==> config.mk <==
export PLATFORM = sky130hd
export DESIGN_NAME = imu_frame_checker_rate_limiter_core_flat
export DESIGN_NICKNAME = d
export VERILOG_FILES = /design/src/rtl/imufc_pkg.sv /design/src/rtl/imufc_if.sv /design/src/rtl/imufc_capture.sv /design/src/rtl/imu_frame_checker_rate_limiter_core.sv /design/src/flat_wrapper.sv
export SDC_FILE = /design/constraint.sdc
export NUM_CORES = 1
export LEC_CHECK = 0
export BUFFER_PORTS_ARGS = -buffer_cell sky130_fd_sc_hd__buf_2
export CAP_MARGIN = 20
export CORE_ASPECT_RATIO = 1.75
export CORE_MARGIN = 2
export CORE_UTILIZATION = 30
export DETAILED_ROUTE_END_ITERATION = 16
export PLACE_DENSITY_LB_ADDON = 0.05
export SYNTH_ARGS = -nofsm -noshare
export SYNTH_HDL_FRONTEND = slang
export SYNTH_HIERARCHICAL = 1
export SYNTH_SLANG_ARGS = --single-unit
export TNS_END_PERCENT = 1
==> constraint.sdc <==
create_clock -name clk -period 8.64 [get_ports clk]
set_input_delay 0.864 -clock clk [delete_from_list [all_inputs] [get_ports clk]]
set_output_delay 0.864 -clock clk [all_outputs]
set_load 0.005 [all_outputs]
==> src/rtl/imufc_pkg.sv <==
// Shared types, constants and the CRC-16/XMODEM byte update for the IMU frame checker.
// No dependencies; every other file imports this package.
package imufc_pkg;

  localparam int SAMPLE_DEPTH = 21;
  localparam int SLOT_W       = $clog2(SAMPLE_DEPTH);

  localparam logic [15:0] CRC_POLY       = 16'h1021;
  localparam logic [7:0]  FRAME_OVERHEAD = 8'd6;
  localparam logic [6:0]  COUNT_MAX      = 7'd127;

  // input commands
  localparam logic [1:0] CMD_BYTE     = 2'd0;
  localparam logic [1:0] CMD_TICK     = 2'd1;
  localparam logic [1:0] CMD_LINE_ERR = 2'd2;

  // result status codes
  localparam logic [2:0] ST_FORWARDED   = 3'd0;
  localparam logic [2:0] ST_SIZE        = 3'd1;
  localparam logic [2:0] ST_HEADER      = 3'd2;
  localparam logic [2:0] ST_LENGTH      = 3'd3;
  localparam logic [2:0] ST_CRC         = 3'd4;
  localparam logic [2:0] ST_TAG         = 3'd5;
  localparam logic [2:0] ST_RATE        = 3'd6;
  localparam logic [2:0] ST_TX_REFUSED  = 3'd7;

  // configuration register indexes
  localparam logic [7:0] REG_PERIOD_TICKS = 8'd0;
  localparam logic [7:0] REG_SOF_FIRST    = 8'd1;
  localparam logic [7:0] REG_SOF_SECOND   = 8'd2;
  localparam logic [7:0] REG_PAYLOAD_TAG  = 8'd3;

  // frame index -> capture slot
  localparam logic [6:0] IDX_TEMP      = 7'd9;
  localparam logic [6:0] IDX_IMU_LO    = 7'd16;
  localparam logic [6:0] IDX_IMU_HI    = 7'd27;
  localparam logic [6:0] IDX_QUAT_LO   = 7'd46;
  localparam logic [6:0] IDX_QUAT_HI   = 7'd53;
  localparam logic [6:0] IMU_OFFSET    = 7'd15;
  localparam logic [6:0] QUAT_OFFSET   = 7'd33;

  typedef logic [SAMPLE_DEPTH-1:0][7:0] sample_arr_t;

  typedef struct packed {
    logic              clr;
    logic              wr;
    logic [SLOT_W-1:0] slot;
    logic [7:0]        data;
  } cap_req_t;

  function automatic logic [15:0] crc16_byte(input logic [15:0] crc_in, input logic [7:0] b);
    logic [15:0] c;
    c = crc_in ^ {b, 8'h00};
    for (int i = 0; i < 8; i++) begin
      if (c[15]) begin
        c = {c[14:0], 1'b0} ^ CRC_POLY;
      end else begin
        c = {c[14:0], 1'b0};
      end
    end
    return c;
  endfunction

endpackage

==> src/rtl/imufc_if.sv <==
// Valid/ready channel interfaces for the IMU frame checker: input, result and config.
// Depends on imufc_pkg.
interface imufc_in_if;
  import imufc_pkg::*;
  logic       valid;
  logic       ready;
  logic [1:0] command;
  logic [7:0] data_byte;
  logic       last_byte;
  logic       tx_accepted;
  modport source (output valid, command, data_byte, last_byte, tx_accepted, input ready);
  modport sink   (input valid, command, data_byte, last_byte, tx_accepted, output ready);
endinterface

interface imufc_out_if;
  import imufc_pkg::*;
  logic               valid;
  logic               ready;
  logic [2:0]         status;
  logic signed [15:0] quat_0;
  logic signed [15:0] quat_1;
  logic signed [15:0] quat_2;
  logic signed [15:0] quat_3;
  logic signed [15:0] accel_x;
  logic signed [15:0] accel_y;
  logic signed [15:0] accel_z;
  logic signed [15:0] gyro_x;
  logic signed [15:0] gyro_y;
  logic signed [15:0] gyro_z;
  logic signed [7:0]  temperature;
  modport source (output valid, status, quat_0, quat_1, quat_2, quat_3, accel_x, accel_y,
                  accel_z, gyro_x, gyro_y, gyro_z, temperature, input ready);
  modport sink   (input valid, status, quat_0, quat_1, quat_2, quat_3, accel_x, accel_y,
                  accel_z, gyro_x, gyro_y, gyro_z, temperature, output ready);
endinterface

interface imufc_cfg_if;
  import imufc_pkg::*;
  logic       valid;
  logic       ready;
  logic [7:0] index;
  logic [7:0] data;
  modport source (output valid, index, data, input ready);
  modport sink   (input valid, index, data, output ready);
endinterface

==> src/rtl/imufc_capture.sv <==
// Sample capture store: 21 bytes taken at fixed frame offsets, cleared on line error.
// Depends on imufc_pkg. Presents the post-write view for same-cycle result assembly.
module imufc_capture (
  input  logic                   clk,
  input  logic                   rst_n,
  input  imufc_pkg::cap_req_t    req,
  output imufc_pkg::sample_arr_t sample_nxt
);
  import imufc_pkg::*;

  sample_arr_t sample_r;

  always_comb begin
    sample_nxt = sample_r;
    if (req.clr) begin
      sample_nxt = '0;
    end else if (req.wr) begin
      sample_nxt[req.slot] = req.data;
    end
  end

  always_ff @(posedge clk) begin
    if (!rst_n) begin
      sample_r <= '0;
    end else begin
      sample_r <= sample_nxt;
    end
  end

endmodule

==> src/rtl/imu_frame_checker_rate_limiter_core.sv <==
// IMU frame checker with rate limiter: top level.
// A result word is registered: it is valid in the cycle after its last frame byte is accepted.
// Throughput: 1 input word per cycle; the frame state, CRC and capture update in one pass.
// The only stall is a held result: input is taken while the result register is empty
// or being drained. Synchronous active-low reset restores the register defaults, clears
// the frame state and capture bytes and sets the tick counter to 255 (saturated).
module imu_frame_checker_rate_limiter_core #(
  parameter int MAX_FRAME_BYTES = 82
) (
  input  logic     clk,
  input  logic     rst_n,
  imufc_in_if.sink    in_ch,
  imufc_out_if.source out_ch,
  imufc_cfg_if.sink   cfg_ch
);
  import imufc_pkg::*;

  localparam logic [7:0] MAX_SIZE = 8'(MAX_FRAME_BYTES);
  localparam logic [7:0] MIN_SIZE = FRAME_OVERHEAD + 8'd1;

  // configuration registers
  logic [7:0] period_ticks_r, sof_first_r, sof_second_r, payload_tag_r;

  // frame state
  logic [6:0]  byte_count_r, byte_count_nxt;
  logic [15:0] crc_running_r, crc_running_nxt;
  logic        start_ok_r, start_ok_nxt;
  logic [15:0] length_field_r, length_field_nxt;
  logic [15:0] crc_received_r, crc_received_nxt;
  logic [7:0]  tag_seen_r, tag_seen_nxt;
  logic [7:0]  elapsed_ticks_r, elapsed_ticks_nxt;

  // result register
  logic        out_valid_r;
  logic [2:0]  status_r, status_nxt;
  logic [15:0] quat_r [4];
  logic [15:0] accel_r [3];
  logic [15:0] gyro_r [3];
  logic [7:0]  temp_r;

  logic        in_fire, is_byte, is_last, emit;
  logic [6:0]  idx;
  logic [7:0]  size;
  logic        show_sample;
  cap_req_t    cap_req;
  sample_arr_t sample_nxt;

  // input taken whenever the result register is free or draining this cycle
  assign in_ch.ready = !out_valid_r || out_ch.ready;
  assign in_fire     = in_ch.valid && in_ch.ready;
  assign is_byte     = in_fire && (in_ch.command == CMD_BYTE);
  assign is_last     = in_ch.last_byte;
  assign emit        = is_byte && is_last;
  assign idx         = byte_count_r;
  assign size        = {1'b0, idx} + 8'd1;

  // capture slot decode
  always_comb begin
    cap_req.clr  = in_fire && (in_ch.command == CMD_LINE_ERR);
    cap_req.wr   = 1'b0;
    cap_req.slot = '0;
    cap_req.data = in_ch.data_byte;
    if (is_byte) begin
      if (idx == IDX_TEMP) begin
        cap_req.wr = 1'b1;
      end else if (idx >= IDX_IMU_LO && idx <= IDX_IMU_HI) begin
        cap_req.wr   = 1'b1;
        cap_req.slot = SLOT_W'(idx - IMU_OFFSET);
      end else if (idx >= IDX_QUAT_LO && idx <= IDX_QUAT_HI) begin
        cap_req.wr   = 1'b1;
        cap_req.slot = SLOT_W'(idx - QUAT_OFFSET);
      end
    end
  end

  imufc_capture u_capture (
    .clk        (clk),
    .rst_n      (rst_n),
    .req        (cap_req),
    .sample_nxt (sample_nxt)
  );

  // frame parsing, checks and rate limit
  always_comb begin
    byte_count_nxt    = byte_count_r;
    crc_running_nxt   = crc_running_r;
    start_ok_nxt      = start_ok_r;
    length_field_nxt  = length_field_r;
    crc_received_nxt  = crc_received_r;
    tag_seen_nxt      = tag_seen_r;
    elapsed_ticks_nxt = elapsed_ticks_r;
    status_nxt        = ST_SIZE;

    if (in_fire && in_ch.command == CMD_TICK) begin
      if (elapsed_ticks_r != 8'hFF) begin
        elapsed_ticks_nxt = elapsed_ticks_r + 8'd1;
      end
    end

    if (is_byte) begin
      // header fields land by position
      if (idx == 7'd0) begin
        start_ok_nxt = (in_ch.data_byte == sof_first_r);
      end else if (idx == 7'd1) begin
        start_ok_nxt = start_ok_r && (in_ch.data_byte == sof_second_r);
      end else if (idx == 7'd2) begin
        length_field_nxt[7:0] = in_ch.data_byte;
      end else if (idx == 7'd3) begin
        length_field_nxt[15:8] = in_ch.data_byte;
      end else if (idx == 7'd4) begin
        crc_received_nxt[7:0] = in_ch.data_byte;
      end else if (idx == 7'd5) begin
        crc_received_nxt[15:8] = in_ch.data_byte;
      end else if (idx == 7'd6) begin
        tag_seen_nxt = in_ch.data_byte;
      end
      // CRC skips the two CRC bytes themselves
      if (idx != 7'd4 && idx != 7'd5) begin
        crc_running_nxt = crc16_byte(crc_running_r, in_ch.data_byte);
      end
      if (byte_count_r < COUNT_MAX) begin
        byte_count_nxt = byte_count_r + 7'd1;
      end

      if (is_last) begin
        if (size < MIN_SIZE || size > MAX_SIZE) begin
          status_nxt = ST_SIZE;
        end else if (!start_ok_nxt) begin
          status_nxt = ST_HEADER;
        end else if (({1'b0, length_field_nxt} + 17'(FRAME_OVERHEAD)) != 17'(size)) begin
          status_nxt = ST_LENGTH;
        end else if (crc_running_nxt != crc_received_nxt) begin
          status_nxt = ST_CRC;
        end else if (tag_seen_nxt != payload_tag_r) begin
          status_nxt = ST_TAG;
        end else if (elapsed_ticks_r < period_ticks_r) begin
          status_nxt = ST_RATE;
        end else if (in_ch.tx_accepted) begin
          status_nxt        = ST_FORWARDED;
          elapsed_ticks_nxt = 8'd0;
        end else begin
          status_nxt = ST_TX_REFUSED;
        end
      end
    end

    // end of frame or line error: frame state back to defaults
    if (emit || cap_req.clr) begin
      byte_count_nxt   = '0;
      crc_running_nxt  = '0;
      start_ok_nxt     = 1'b1;
      length_field_nxt = '0;
      crc_received_nxt = '0;
      tag_seen_nxt     = '0;
    end
  end

  assign show_sample = (status_nxt == ST_FORWARDED) || (status_nxt == ST_TX_REFUSED);

  always_ff @(posedge clk) begin
    if (!rst_n) begin
      period_ticks_r  <= 8'd3;
      sof_first_r     <= 8'h5A;
      sof_second_r    <= 8'hA5;
      payload_tag_r   <= 8'h92;
      byte_count_r    <= '0;
      crc_running_r   <= '0;
      start_ok_r      <= 1'b1;
      length_field_r  <= '0;
      crc_received_r  <= '0;
      tag_seen_r      <= '0;
      elapsed_ticks_r <= 8'hFF;
      out_valid_r     <= 1'b0;
    end else begin
      if (cfg_ch.valid) begin
        unique case (cfg_ch.index)
          REG_PERIOD_TICKS: period_ticks_r <= cfg_ch.data;
          REG_SOF_FIRST:    sof_first_r    <= cfg_ch.data;
          REG_SOF_SECOND:   sof_second_r   <= cfg_ch.data;
          REG_PAYLOAD_TAG:  payload_tag_r  <= cfg_ch.data;
          default: ;
        endcase
      end
      byte_count_r    <= byte_count_nxt;
      crc_running_r   <= crc_running_nxt;
      start_ok_r      <= start_ok_nxt;
      length_field_r  <= length_field_nxt;
      crc_received_r  <= crc_received_nxt;
      tag_seen_r      <= tag_seen_nxt;
      elapsed_ticks_r <= elapsed_ticks_nxt;
      if (emit) begin
        out_valid_r <= 1'b1;
      end else if (out_ch.ready) begin
        out_valid_r <= 1'b0;
      end
    end
  end

  // result payload; sample fields zeroed unless the frame passed all checks
  always_ff @(posedge clk) begin
    if (emit) begin
      status_r <= status_nxt;
      for (int q = 0; q < 4; q++) begin
        quat_r[q] <= show_sample ? {sample_nxt[13 + 2*q + 1], sample_nxt[13 + 2*q]} : 16'd0;
      end
      for (int a = 0; a < 3; a++) begin
        accel_r[a] <= show_sample ? {sample_nxt[7 + 2*a + 1], sample_nxt[7 + 2*a]} : 16'd0;
        gyro_r[a]  <= show_sample ? {sample_nxt[1 + 2*a + 1], sample_nxt[1 + 2*a]} : 16'd0;
      end
      temp_r <= show_sample ? sample_nxt[0] : 8'd0;
    end
  end

  assign cfg_ch.ready       = 1'b1;
  assign out_ch.valid       = out_valid_r;
  assign out_ch.status      = status_r;
  assign out_ch.quat_0      = quat_r[0];
  assign out_ch.quat_1      = quat_r[1];
  assign out_ch.quat_2      = quat_r[2];
  assign out_ch.quat_3      = quat_r[3];
  assign out_ch.accel_x     = accel_r[0];
  assign out_ch.accel_y     = accel_r[1];
  assign out_ch.accel_z     = accel_r[2];
  assign out_ch.gyro_x      = gyro_r[0];
  assign out_ch.gyro_y      = gyro_r[1];
  assign out_ch.gyro_z      = gyro_r[2];
  assign out_ch.temperature = temp_r;

`ifndef NO_ASSERTIONS
  a_last_gives_result: assert property (@(posedge clk) disable iff (!rst_n)
    emit |=> out_ch.valid)
    else $error("last byte accepted without a result");

  a_result_needs_last: assert property (@(posedge clk) disable iff (!rst_n)
    $rose(out_ch.valid) |-> $past(emit))
    else $error("result appeared without a last byte");

  a_frame_restart: assert property (@(posedge clk) disable iff (!rst_n)
    (emit || cap_req.clr) |=> (byte_count_r == 7'd0) && start_ok_r && (crc_running_r == 16'd0))
    else $error("frame state not restarted");

  a_forward_clears_ticks: assert property (@(posedge clk) disable iff (!rst_n)
    (emit && status_nxt == ST_FORWARDED) |=> (elapsed_ticks_r == 8'd0))
    else $error("tick counter not cleared on forward");
`endif

endmodule

==> src/flat_wrapper.sv <==
// flat-port wrapper written by rule: the top's interface ports become plain ports
module imu_frame_checker_rate_limiter_core_flat import imufc_pkg::*;
#(
  parameter int MAX_FRAME_BYTES = 82
)
  (clk, rst_n, in_ch_valid, in_ch_command, in_ch_data_byte, in_ch_last_byte, in_ch_tx_accepted, in_ch_ready, out_ch_valid, out_ch_status, out_ch_quat_0, out_ch_quat_1, out_ch_quat_2, out_ch_quat_3, out_ch_accel_x, out_ch_accel_y, out_ch_accel_z, out_ch_gyro_x, out_ch_gyro_y, out_ch_gyro_z, out_ch_temperature, out_ch_ready, cfg_ch_valid, cfg_ch_index, cfg_ch_data, cfg_ch_ready);
  imufc_in_if in_ch_i ();
  imufc_out_if out_ch_i ();
  imufc_cfg_if cfg_ch_i ();
  input  logic clk;
  input  logic rst_n;
  input wire logic [$bits(in_ch_i.valid)-1:0] in_ch_valid;
  input wire logic [$bits(in_ch_i.command)-1:0] in_ch_command;
  input wire logic [$bits(in_ch_i.data_byte)-1:0] in_ch_data_byte;
  input wire logic [$bits(in_ch_i.last_byte)-1:0] in_ch_last_byte;
  input wire logic [$bits(in_ch_i.tx_accepted)-1:0] in_ch_tx_accepted;
  output wire logic [$bits(in_ch_i.ready)-1:0] in_ch_ready;
  output wire logic [$bits(out_ch_i.valid)-1:0] out_ch_valid;
  output wire logic [$bits(out_ch_i.status)-1:0] out_ch_status;
  output wire logic [$bits(out_ch_i.quat_0)-1:0] out_ch_quat_0;
  output wire logic [$bits(out_ch_i.quat_1)-1:0] out_ch_quat_1;
  output wire logic [$bits(out_ch_i.quat_2)-1:0] out_ch_quat_2;
  output wire logic [$bits(out_ch_i.quat_3)-1:0] out_ch_quat_3;
  output wire logic [$bits(out_ch_i.accel_x)-1:0] out_ch_accel_x;
  output wire logic [$bits(out_ch_i.accel_y)-1:0] out_ch_accel_y;
  output wire logic [$bits(out_ch_i.accel_z)-1:0] out_ch_accel_z;
  output wire logic [$bits(out_ch_i.gyro_x)-1:0] out_ch_gyro_x;
  output wire logic [$bits(out_ch_i.gyro_y)-1:0] out_ch_gyro_y;
  output wire logic [$bits(out_ch_i.gyro_z)-1:0] out_ch_gyro_z;
  output wire logic [$bits(out_ch_i.temperature)-1:0] out_ch_temperature;
  input wire logic [$bits(out_ch_i.ready)-1:0] out_ch_ready;
  input wire logic [$bits(cfg_ch_i.valid)-1:0] cfg_ch_valid;
  input wire logic [$bits(cfg_ch_i.index)-1:0] cfg_ch_index;
  input wire logic [$bits(cfg_ch_i.data)-1:0] cfg_ch_data;
  output wire logic [$bits(cfg_ch_i.ready)-1:0] cfg_ch_ready;
  assign in_ch_i.valid = in_ch_valid;
  assign in_ch_i.command = in_ch_command;
  assign in_ch_i.data_byte = in_ch_data_byte;
  assign in_ch_i.last_byte = in_ch_last_byte;
  assign in_ch_i.tx_accepted = in_ch_tx_accepted;
  assign in_ch_ready = in_ch_i.ready;
  assign out_ch_valid = out_ch_i.valid;
  assign out_ch_status = out_ch_i.status;
  assign out_ch_quat_0 = out_ch_i.quat_0;
  assign out_ch_quat_1 = out_ch_i.quat_1;
  assign out_ch_quat_2 = out_ch_i.quat_2;
  assign out_ch_quat_3 = out_ch_i.quat_3;
  assign out_ch_accel_x = out_ch_i.accel_x;
  assign out_ch_accel_y = out_ch_i.accel_y;
  assign out_ch_accel_z = out_ch_i.accel_z;
  assign out_ch_gyro_x = out_ch_i.gyro_x;
  assign out_ch_gyro_y = out_ch_i.gyro_y;
  assign out_ch_gyro_z = out_ch_i.gyro_z;
  assign out_ch_temperature = out_ch_i.temperature;
  assign out_ch_i.ready = out_ch_ready;
  assign cfg_ch_i.valid = cfg_ch_valid;
  assign cfg_ch_i.index = cfg_ch_index;
  assign cfg_ch_i.data = cfg_ch_data;
  assign cfg_ch_ready = cfg_ch_i.ready;
  imu_frame_checker_rate_limiter_core #(.MAX_FRAME_BYTES(MAX_FRAME_BYTES)) u_core (.clk(clk), .rst_n(rst_n), .in_ch(in_ch_i), .out_ch(out_ch_i), .cfg_ch(cfg_ch_i));
endmodule
-- Word-level counts from Yosys, hierarchy flattened
Memories as Yosys holds them, arrays and structs flattened.
Index checks and enable logic that the tools add are counted.
- multiplexer cells: 93
- bitwise gates (word level): 10
- reduce and logical (&&, ||, !) cells: 26
- magnitude comparators: 10
- equal/unequal tests: 21
- add/subtract/negate cells: 6
- operators with widths (operator ; count):
    $mux 16 ; 34
    $mux 168 ; 2
    $mux 8 ; 26
    $bwmux 168 ; 1
    $mux 13 ; 8
    $demux 8 s5 ; 1
    $mux 3 ; 9
    $not 3->3 ; 8
    $eq 7x3->1 const B ; 3
    $mux 6 ; 3
    $add 16x3->17 const B ; 1
    $ne 17x8->1 ; 1
    $eq 8x2->1 const B ; 2
    $eq 8x8->1 ; 2
    $ne 16x16->1 ; 1
    $xor 16x16->16 ; 1
    $eq 7x2->1 const B ; 2
    $ne 7x3->1 const B ; 2
    $logic_and 1x1->1 ; 10
    $reduce_and 2->1 ; 5
    $add 7x1->8 const B ; 1
    $add 8x1->8 const B ; 1
    $eq 8x1->1 const B ; 1
    $gt 8x7->1 const B ; 1
    30 further kinds ; 40
- bits in writable memories: 160
- output and inout bits: 174
- bits of input ports: 33
- logic and storage cells: 204
- flip-flop bits (word level): 284
- memories kept: 3
- memory list (name ; depth ; width ; read ports ; clocked after memory_dff ; write ports ; line ; text):
    u_core.quat_r ; 4 ; 16 ; 4 ; 0 ; 4 ; imu_frame_checker_rate_limiter_core.sv:36 ; logic [15:0] quat_r [4];
    u_core.accel_r ; 3 ; 16 ; 3 ; 0 ; 3 ; imu_frame_checker_rate_limiter_core.sv:37 ; logic [15:0] accel_r [3];
    u_core.gyro_r ; 3 ; 16 ; 3 ; 0 ; 3 ; imu_frame_checker_rate_limiter_core.sv:38 ; logic [15:0] gyro_r [3];

-- Depth between registers and ports, before layout
Gate-level depths: netlist of the first run.
- depth after elaboration: 43
- mapped depth: 19

-- By module
The synthesis of the first run kept the hierarchy.
- modules (own cells, without submodules) (module ; times used ; cells each ; area each (um^2) ; sequential area each (um^2)):
    imu_frame_checker_rate_limiter_core ; 1 ; 1303 ; 14908.0 ; 7236.9
    imufc_capture ; 1 ; 989 ; 9312.7 ; 3363.2

-- Least setup slack after synthesis of the first run
No wires, ideal clock.
- path kind: in2reg
- from: input port out_ch_ready
- to: memory u_core.accel_r[0][0], enable pin
- data required time: 8.117 ns
- library setup time: 0.523 ns
- arrival time: 4.834 ns
- path slack: 3.284 ns
- stages on the path: 5
- buffers on the path: 0
- path through: nand2b_1 -> nand2_1 -> nor3_1 -> nand2_1 -> inv_1
- RTL lines (element ; line ; text):
    start: declaration ; flat_wrapper.sv:31 ; input wire logic [$bits(out_ch_i.ready)-1:0] out_ch_ready;
    end: declaration ; imu_frame_checker_rate_limiter_core.sv:37 ;

==> qor.yml, run 1 <==
netlist_top_cells_area: "dfxtp_1 (23%), edfxtp_1 (21%), mux2i_1 (16%)"
max_freq_mhz: 158
ant_nets: 0
setup_tns_ps: 0
rsz0062_at_grt: "false"
grt_pass1_vias: 17400
portBuffers: 205
timing.hold.ws_ps: 454
yosys_warnings: 6
slew_viol_final: 0
n_antenna_cell: 0
design_area_sq_um: 27400
cts_tree: "built"
avgSynthCellArea_sq_um: 10.6
required_ps: 9050
synth_cell_types: 81
worstRegToRegCells: 14
first_iter_violations: 939
crit_path_end: "u_core/gyro_r[0][19]"
instances_no_fill: 3441
cp-startpoint: "u_core/byte_count_r[0]"
finalSetupViolCount: 0
seq_area_frac_synth: 0.438
finalCritPeriodShare: 0.734
htreeDepth: 2
wirelength_mm: 80.1
min_period_ps: 6340
worst_r2r_endpoint: "u_core/gyro_r[0][19]"
start_util: 0.303
power_density_nw_per_um2: 173
grt_pass1_wl_mm: 118
synthesis.instances: 2292
drive_gt1_frac: 0.209
cts.sinks: 444
synth_top_area_cell: "dfxtp_1"
routedWlPerCell_um: 23.3
cts_resized: 0
critPathCaptureType: "register"
syn_nets: 2339
clockRootBuffer: "clkbuf_16"
hpwl_mm: 51.4
ir_worst_vdd_mv: 0.141
dieArea_sq_um: 83100
worstMarginPinSlew_ps: 1120
insertion_delay_ps: 620
dieHeight_um: 380
ff_latch_area_sq_um: 10600
power_leakage_nw: 10.6
power.total_mw: 4.76
core_sq_um: 79900
dpl.cell_count: 3351
arrival_ps: 6750
skew_ps: 35.5
grt_overflow_total: 0
grt_max_degree: 128
synth-seq-cells: 444
synth_edf_count: 171
post-route-drc-count: 0
r2r_start: "u_core/byte_count_r[0]"
vias: 17300
multi_input_area_sq_um: 12400
nets: 2406
rows: 137
clock_path_buffers: 3
io_pins: 207
cts_setup_buffers: 0
hold_viol: 0
layout_common_cells: "mux2i_1 (394), nand2_1 (286), dfxtp_1 (273)"
avgViaCountPerCell: 5.02
post-route-util: 0.344
r2r_slack_ps: 2300
dp_worst_setup_slack_ps: 2500
setup_ws_ps: 2300
synth_flop_cell: "dfxtp_1"
hold_class: "register to register"
postPlaceCellArea_sq_um: 25800
antenna_found_initial: 2
first_pass_iters: 5
yosysTopAreaCellShare: 0.226
critPathKind: "register to register"
async_reset_ff_frac: 0
cp-start-kind: "register"
cts_buffers: 48
die_w_um: 219
fillers: 8199
slew_headroom: 0.253
cp_max_fo: 127
area_delta_synth_final_pct: 13.3
status: "finished clean"
layout_commonest_cell: "mux2i_1"
synthesis.area_sq_um: 24200
gp_congestion: 0.885
drv_cap: 0
grt_usage: 0.190
cts-hold-fix-buffers: 0
clk_pin_slew_worst_paths_ps: 60
-- synth_stat cells, types with 7 or more instances --
cell / n
a211oi_1: 11
a21oi_1: 71
and3_1: 9
buf_2: 37
buf_4: 9
buf_6: 29
clkbuf_1: 137
dfxtp_1: 273
edfxtp_1: 171
ha_1: 14
inv_1: 33
mux2i_1: 394
nand2_1: 287
nand2_2: 15
nand2b_1: 180
nand3_1: 60
nand4_1: 12
nor2_1: 76
nor3_1: 31
nor4_1: 9
nor4b_1: 40
nor4b_2: 131
o211ai_1: 7
o21ai_0: 28
o22ai_1: 8
o41a_1: 8
xnor2_1: 56
xor2_1: 30
-- cell families after synthesis --
logic type | synth area share
fa+ha+maj | 0.00723
mux | 0.166
compound gates | 0.0485
xor+xnor | 0.0377
simple gates | 0.252
flops | 0.438
other cells | 0.000155
buf+inv | 0.0513
-- registers in the layout, indices dropped and copies added (netlist names), 16 cells and up --
signal / cells
u_core/u_capture/sample_r: 168
u_core/quat_r: 64
u_core/accel_r: 48
u_core/gyro_r: 48
u_core/crc_received_r: 16
u_core/crc_running_r: 16
u_core/length_field_r: 16
-- area by class of cell --
cell class,instances,share of cell area
inverters,34,0.00492
repair buffers,235,0.0469
flip-flops and latches,444,0.386
clock buffers,65,0.0488
clock inverters,25,0.0127
well taps,1042,0.0475
multi-input cells,1596,0.453
-- report_power, final --
group          switching (mW)  total (mW)  leakage, nW  internal (mW)
sequential             0.0150        2.20         3.44           2.19
combinational           0.210       0.301         6.31         0.0910
clock                   0.948        2.26        0.826           1.31
total                    1.17        4.76         10.6           3.59
-- how the worst min path moves through the flow --
stage	startpoint	end	slack (ps)	cells past startpoint
after floorplan	u_core/crc_received_r[10]	u_core/crc_received_r[10]	440	2
after global placement	u_core/crc_received_r[12]	u_core/crc_received_r[12]	440	2
after detailed placement	u_core/crc_received_r[12]	u_core/crc_received_r[12]	450	2
after CTS	u_core/crc_received_r[12]	u_core/crc_received_r[12]	460	2
after global routing	u_core/u_capture/sample_r[58]	u_core/u_capture/sample_r[58]	480	2
final	u_core/crc_received_r[12]	u_core/crc_received_r[12]	450	2
-- worst max-delay path, cell delays in order (launching register included) --
cell and delay [ps]:
dfxtp_1 500, inv_1 180, ha_1 410, nor3b_2 390
nand3_1 590, nor2_1 260, a21oi_1 90, ha_1 290
o41ai_4 580, nand3_2 190, a211o_1 310, a2111o_1 380
or4b_4 840, buf_12 370, nor4b_2 410
-- per-layer routing --
metal  up-vias  wire, um  GRT usage
li1       8267         -          -
met1      8557     33700      0.231
met4         2      2640     0.0644
met5         -         9          0
met3       100      2720     0.0226
met2       352     41000      0.341
Power figures use the tool's default switching activity.
==> run 2, diff against run 1 <==
==> constraint.sdc (replaced) <==
create_clock -name clk -period 6.5 [get_ports clk]
set_input_delay 0.65 -clock clk [delete_from_list [all_inputs] [get_ports clk]]
set_output_delay 0.65 -clock clk [all_outputs]
set_load 0.005 [all_outputs]
==> run 2 against run 1 <==
Compared with the run above: maximum frequency up 15%; utilization about the same; via count up 0.76%; sequential cell count unchanged; die area unchanged; global-route usage up 0.30 points.
==> qor.yml, run 2 (synthesized netlist as in run 1, its figures left out) <==
status: "finished clean"
io_pins: 207  # unchanged
htreeDepth: 2  # unchanged
hpwl_mm: 53.2  # +3.5%
worstRegToRegCells: 13  # -1
hold_class: "input port to register"
setup_tns_ps: 0  # unchanged
routedWlPerCell_um: 23.4  # +0.65%
skew_ps: 31.3  # -4.21 ps
rows: 137  # unchanged
hp-start: "cfg_ch_data[7]"
power_leakage_nw: 10.6  # +0.18%
drive_gt1_frac: 0.210  # +0.000945
worstMarginPinSlew_ps: 1000  # -112 ps
power_density_nw_per_um2: 224  # +29%
r2r_start: "u_core/byte_count_r[0]"
finalCritPeriodShare: 0.848  # +0.113
core_sq_um: 79900  # unchanged
clock_path_buffers: 3  # unchanged
first_iter_violations: 914  # -2.7%
dieHeight_um: 380  # unchanged
cts_tree: "built"
clockRootBuffer: "clkbuf_16"
grt_usage: 0.193  # +0.00299
grt_overflow_total: 0  # unchanged
worst_r2r_endpoint: "u_core/accel_r[0][20]"
dpl.cell_count: 3367  # +0.48%
required_ps: 6900  # -2150 ps
r2r_slack_ps: 990  # -1310 ps
cts_setup_buffers: 0  # unchanged
critPathCaptureType: "register"
avgViaCountPerCell: 5.04  # +0.38%
cp-start-kind: "register"
fillers: 8173  # -0.32%
regMostFlops: "u_core/u_capture/sample_r"
slew_viol_final: 0  # unchanged
start_util: 0.303  # unchanged
reg_top3: "u_core/u_capture/sample_r x168, u_core/quat_r x64"
power.total_mw: 6.14  # +29%
hold_viol: 0  # unchanged
antenna_found_initial: 4  # +2
slew_headroom: 0.329  # +0.0758
design_area_sq_um: 27400  # about the same
grt_pass1_vias: 17700  # +1.7%
finalSetupViolCount: 0  # unchanged
clk_pin_slew_worst_paths_ps: 60  # about the same
cts_resized: 0  # unchanged
hold_path_depth: 3  # +1
dieArea_sq_um: 83100  # unchanged
area_delta_synth_final_pct: 13.3  # about the same
wirelength_mm: 80.9  # +1.0%
n_antenna_cell: 0  # unchanged
layout_commonest_cell: "mux2i_1"
instances_no_fill: 3454  # +0.38%
max_freq_mhz: 182  # +15%
portBuffers: 205  # unchanged
grt_pass1_wl_mm: 120  # +1.7%
post-route-util: 0.344  # about the same
cp_max_fo: 32  # -75%
cp-startpoint: "u_core/byte_count_r[0]"
largest_register_ffs: 168  # unchanged
vias: 17400  # +0.76%
nets: 2421  # +0.62%
cts.sinks: 444  # unchanged
drv_cap: 0  # unchanged
post-route-drc-count: 0  # unchanged
first_pass_iters: 5  # unchanged
insertion_delay_ps: 620  # about the same
ir_worst_vdd_mv: 0.185  # +31%
cts-hold-fix-buffers: 0  # unchanged
arrival_ps: 5900  # -850 ps
cts_buffers: 47  # -2.1%
ant_nets: 0  # unchanged
hold-path-endpoint: "u_core/payload_tag_r[7]"
grt_max_degree: 100  # -22%
postPlaceCellArea_sq_um: 25900  # +0.52%
gp_congestion: 0.937  # +5.9%
min_period_ps: 5510  # -834 ps
rsz0062_at_grt: "false"
layout_common_cells: "mux2i_1 (394), nand2_1 (286), dfxtp_1 (273)"
critPathKind: "register to register"
die_w_um: 219  # unchanged
## run 2: changes by cell type in the layout (fill, tap and decap cells not counted), sizes merged
cell	before	now
clkinv	15	11
clkinvlp	2	0
clkbuf	65	71
bufinv	7	4
buf	235	251
## run 2: how the worst max path moves through the flow
stage | endpoint
global route | u_core/accel_r[0][20]
CTS | u_core/accel_r[0][11]
finish | u_core/accel_r[0][20]
floorplan | u_core/accel_r[0][0]
detailed placement | u_core/accel_r[0][19]
global placement | u_core/accel_r[0][33]
## run 2: per-stage QoR
step	hold WS [ps]	worst slack (ps)
floorplan	436	1360
global placement	444	1170
detailed placement	448	1020
CTS	304	993
global route	327	677
finish	340	991
## run 2: routing by layer
layer	wire length, um	track usage
met3	2700	0.0222
met2	41800	0.348
met5	35	0
met4	2340	0.0602
met1	34100	0.235
## run 2: where the power goes
group          switching (mW)  internal [mW]
logic                   0.282          0.124
clock network            1.22           1.59
registers              0.0207           2.91
## run 2: cell type report
class,count,area (sq um),area share
Clock inverter,16,221,0.00807
Multi-Input combinational cell,1596,12400,0.453
Inverter,34,135,0.00492
Sequential cell,444,10600,0.386
Timing Repair Buffer,251,1420,0.0518
Clock buffer,71,1340,0.0487
Tap cell,1042,1300,0.0475
## run 2: critical path: stages (launching register included)
cell	delay [ps]
dfxtp_1	490
inv_1	190
ha_1	410
or4_1	620
nor3_1	190
a21oi_1	110
ha_1	290
o41ai_4	580
nand3_2	200
a211o_1	310
a2111o_1	370
or4b_4	810
buf_4	370
nor4b_1	320
==> run 3, diff against run 2 <==
==> constraint.sdc (replaced) <==
create_clock -name clk -period 5.7 [get_ports clk]
set_input_delay 0.57 -clock clk [delete_from_list [all_inputs] [get_ports clk]]
set_output_delay 0.57 -clock clk [all_outputs]
set_load 0.005 [all_outputs]
==> run 3 against run 2 <==
Compared with the run above: critical path depth did not move; wire length rose by 1.5%; global-route usage rose by 0.29 points; via count barely moved; first-iteration DRC count rose by 20%; sequential share of layout area fell by 0.12 points; final area rose by 0.32%; die area did not move; highest routed layer unchanged; final cell count rose by 0.20%; non-clock buffer count rose by 6.
==> qor.yml, run 3 (synthesized netlist as in run 1, its figures left out) <==
first_pass_iters: 6  # +1
cts_buffers: 47  # unchanged
rows: 137  # unchanged
reg_top3: "u_core/u_capture/sample_r x168, u_core/quat_r x64"
antenna_found_initial: 4  # unchanged
hold_class: "input port to register"
cts.sinks: 444  # unchanged
clock_path_buffers: 3  # unchanged
max_freq_mhz: 188  # +3.7%
grt_pass1_vias: 17700  # -0.12%
wirelength_mm: 82.1  # +1.5%
cp_max_fo: 32  # unchanged
hold_viol: 0  # unchanged
io_pins: 207  # unchanged
grt_max_degree: 133  # +33%
layout_commonest_cell: "mux2i_1"
worstRegToRegCells: 13  # unchanged
cts_setup_buffers: 0  # unchanged
avgViaCountPerCell: 5.03  # -0.23%
arrival_ps: 5730  # -170 ps
dpl.cell_count: 3373  # +0.18%
power_density_nw_per_um2: 254  # +14%
clk_pin_slew_worst_paths_ps: 60  # about the same
nets: 2427  # +0.25%
skew_ps: 32.6  # +1.31 ps
grt_usage: 0.195  # +0.00289
largest_register_ffs: 168  # unchanged
clockRootBuffer: "clkbuf_16"
cts_tree: "built"
power.total_mw: 7.00  # +14%
slew_headroom: 0.253  # -0.0763
cp-start-kind: "register"
die_w_um: 219  # unchanged
cts-hold-fix-buffers: 0  # unchanged
drive_gt1_frac: 0.215  # +0.00435
setup_ws_ps: 385  # -606 ps
setup_tns_ps: 0  # unchanged
status: "finished clean"
instances_no_fill: 3461  # +0.20%
slew_viol_final: 0  # unchanged
regMostFlops: "u_core/u_capture/sample_r"
drv_cap: 0  # unchanged
hpwl_mm: 54.4  # +2.3%
insertion_delay_ps: 630  # about the same
power_leakage_nw: 10.7  # +0.52%
n_antenna_cell: 0  # unchanged
vias: 17400  # -0.029%
cts_resized: 0  # unchanged
layout_common_cells: "mux2i_1 (394), nand2_1 (286), dfxtp_1 (273)"
critPathKind: "register to register"
critPathCaptureType: "register"
ir_worst_vdd_mv: 0.187  # +1.3%
routedWlPerCell_um: 23.7  # +1.3%
first_iter_violations: 1096  # +20%
required_ps: 6120  # -780 ps
ant_nets: 0  # unchanged
fillers: 8153  # -0.24%
grt_overflow_total: 0  # unchanged
gp_congestion: 0.820  # -13%
portBuffers: 205  # unchanged
post-route-drc-count: 0  # unchanged
grt_pass1_wl_mm: 122  # +1.3%
multi_input_area_sq_um: 12400  # about the same
htreeDepth: 2  # unchanged
min_period_ps: 5310  # -194 ps
post-route-util: 0.345  # +0.00110
ff_latch_area_sq_um: 10600  # unchanged
finalCritPeriodShare: 0.932  # +0.0849
finalSetupViolCount: 0  # unchanged
dp_worst_setup_slack_ps: 401  # -618 ps
hold_path_depth: 3  # unchanged
core_sq_um: 79900  # unchanged
dieHeight_um: 380  # unchanged
area_delta_synth_final_pct: 13.7
start_util: 0.303  # unchanged
rsz0062_at_grt: "false"
dieArea_sq_um: 83100  # unchanged
worstMarginPinSlew_ps: 1120  # +117 ps
[run 3: changes by cell type in the layout (fill, tap and decap cells not counted), sizes merged]
cell / change
buf: +6
clkinv: +6
clkbuf: -5
bufinv: -2
inv: +2
[run 3: report_power, final]
group | internal, mW | leakage (nW) | switching (mW) | total, mW
Combinational | 0.146 | 6.44 | 0.319 | 0.466
Sequential | 3.32 | 3.44 | 0.0247 | 3.34
Clock | 1.77 | 0.775 | 1.42 | 3.19
[run 3: through the flow]
stage | hold WS [ps] | area [sq um]
3_5_place_dp | 450 | 26000
3_3_place_gp | 442 | 25900
6_report | 238 | 27500
4_1_cts | 195 | 27500
5_1_grt | 228 | 27500
2_1_floorplan | 436 | 24200
[run 3: cell type report]
class                           instances  area share
Multi-Input combinational cell       1596       0.451
Sequential cell                       444       0.385
Timing Repair Buffer                  257      0.0550
Clock buffer                           66      0.0494
Tap cell                             1042      0.0473
Clock inverter                         22     0.00718
Inverter                               34     0.00491
[run 3: final timing paths]
check | slack, ps | end | startpoint
min | 240 | u_core/sof_second_r[2] | cfg_ch_data[2]
min reg2reg | 450 | u_core/crc_received_r[10] | u_core/crc_received_r[10]
max reg2reg | 390 | u_core/accel_r[0][31] | u_core/byte_count_r[1]
max | 390 | u_core/accel_r[0][31] | u_core/byte_count_r[1]
[run 3: per-layer routing]
layer  wire [um]  vias to the layer above  GRT usage  share of wire
met3        2830                       98     0.0214          0.034
li1            -                     8326          -              -
met2       43100                      375      0.357           0.53
met5          13                        -          0        0.00016
met4        2130                        2     0.0551          0.026
met1       34000                     8604      0.239           0.41
[run 3: worst max-delay path: stages (launching register included)]
cell      delay, ps
dfxtp_1         470
inv_1           140
ha_1            350
or4_1           680
nor3_1          230
a21oi_1         120
ha_1            290
o41ai_4         520
nand3_2         190
a211o_1         310
a2111o_1        380
or4b_4          740
buf_4           380
nor4b_1         300
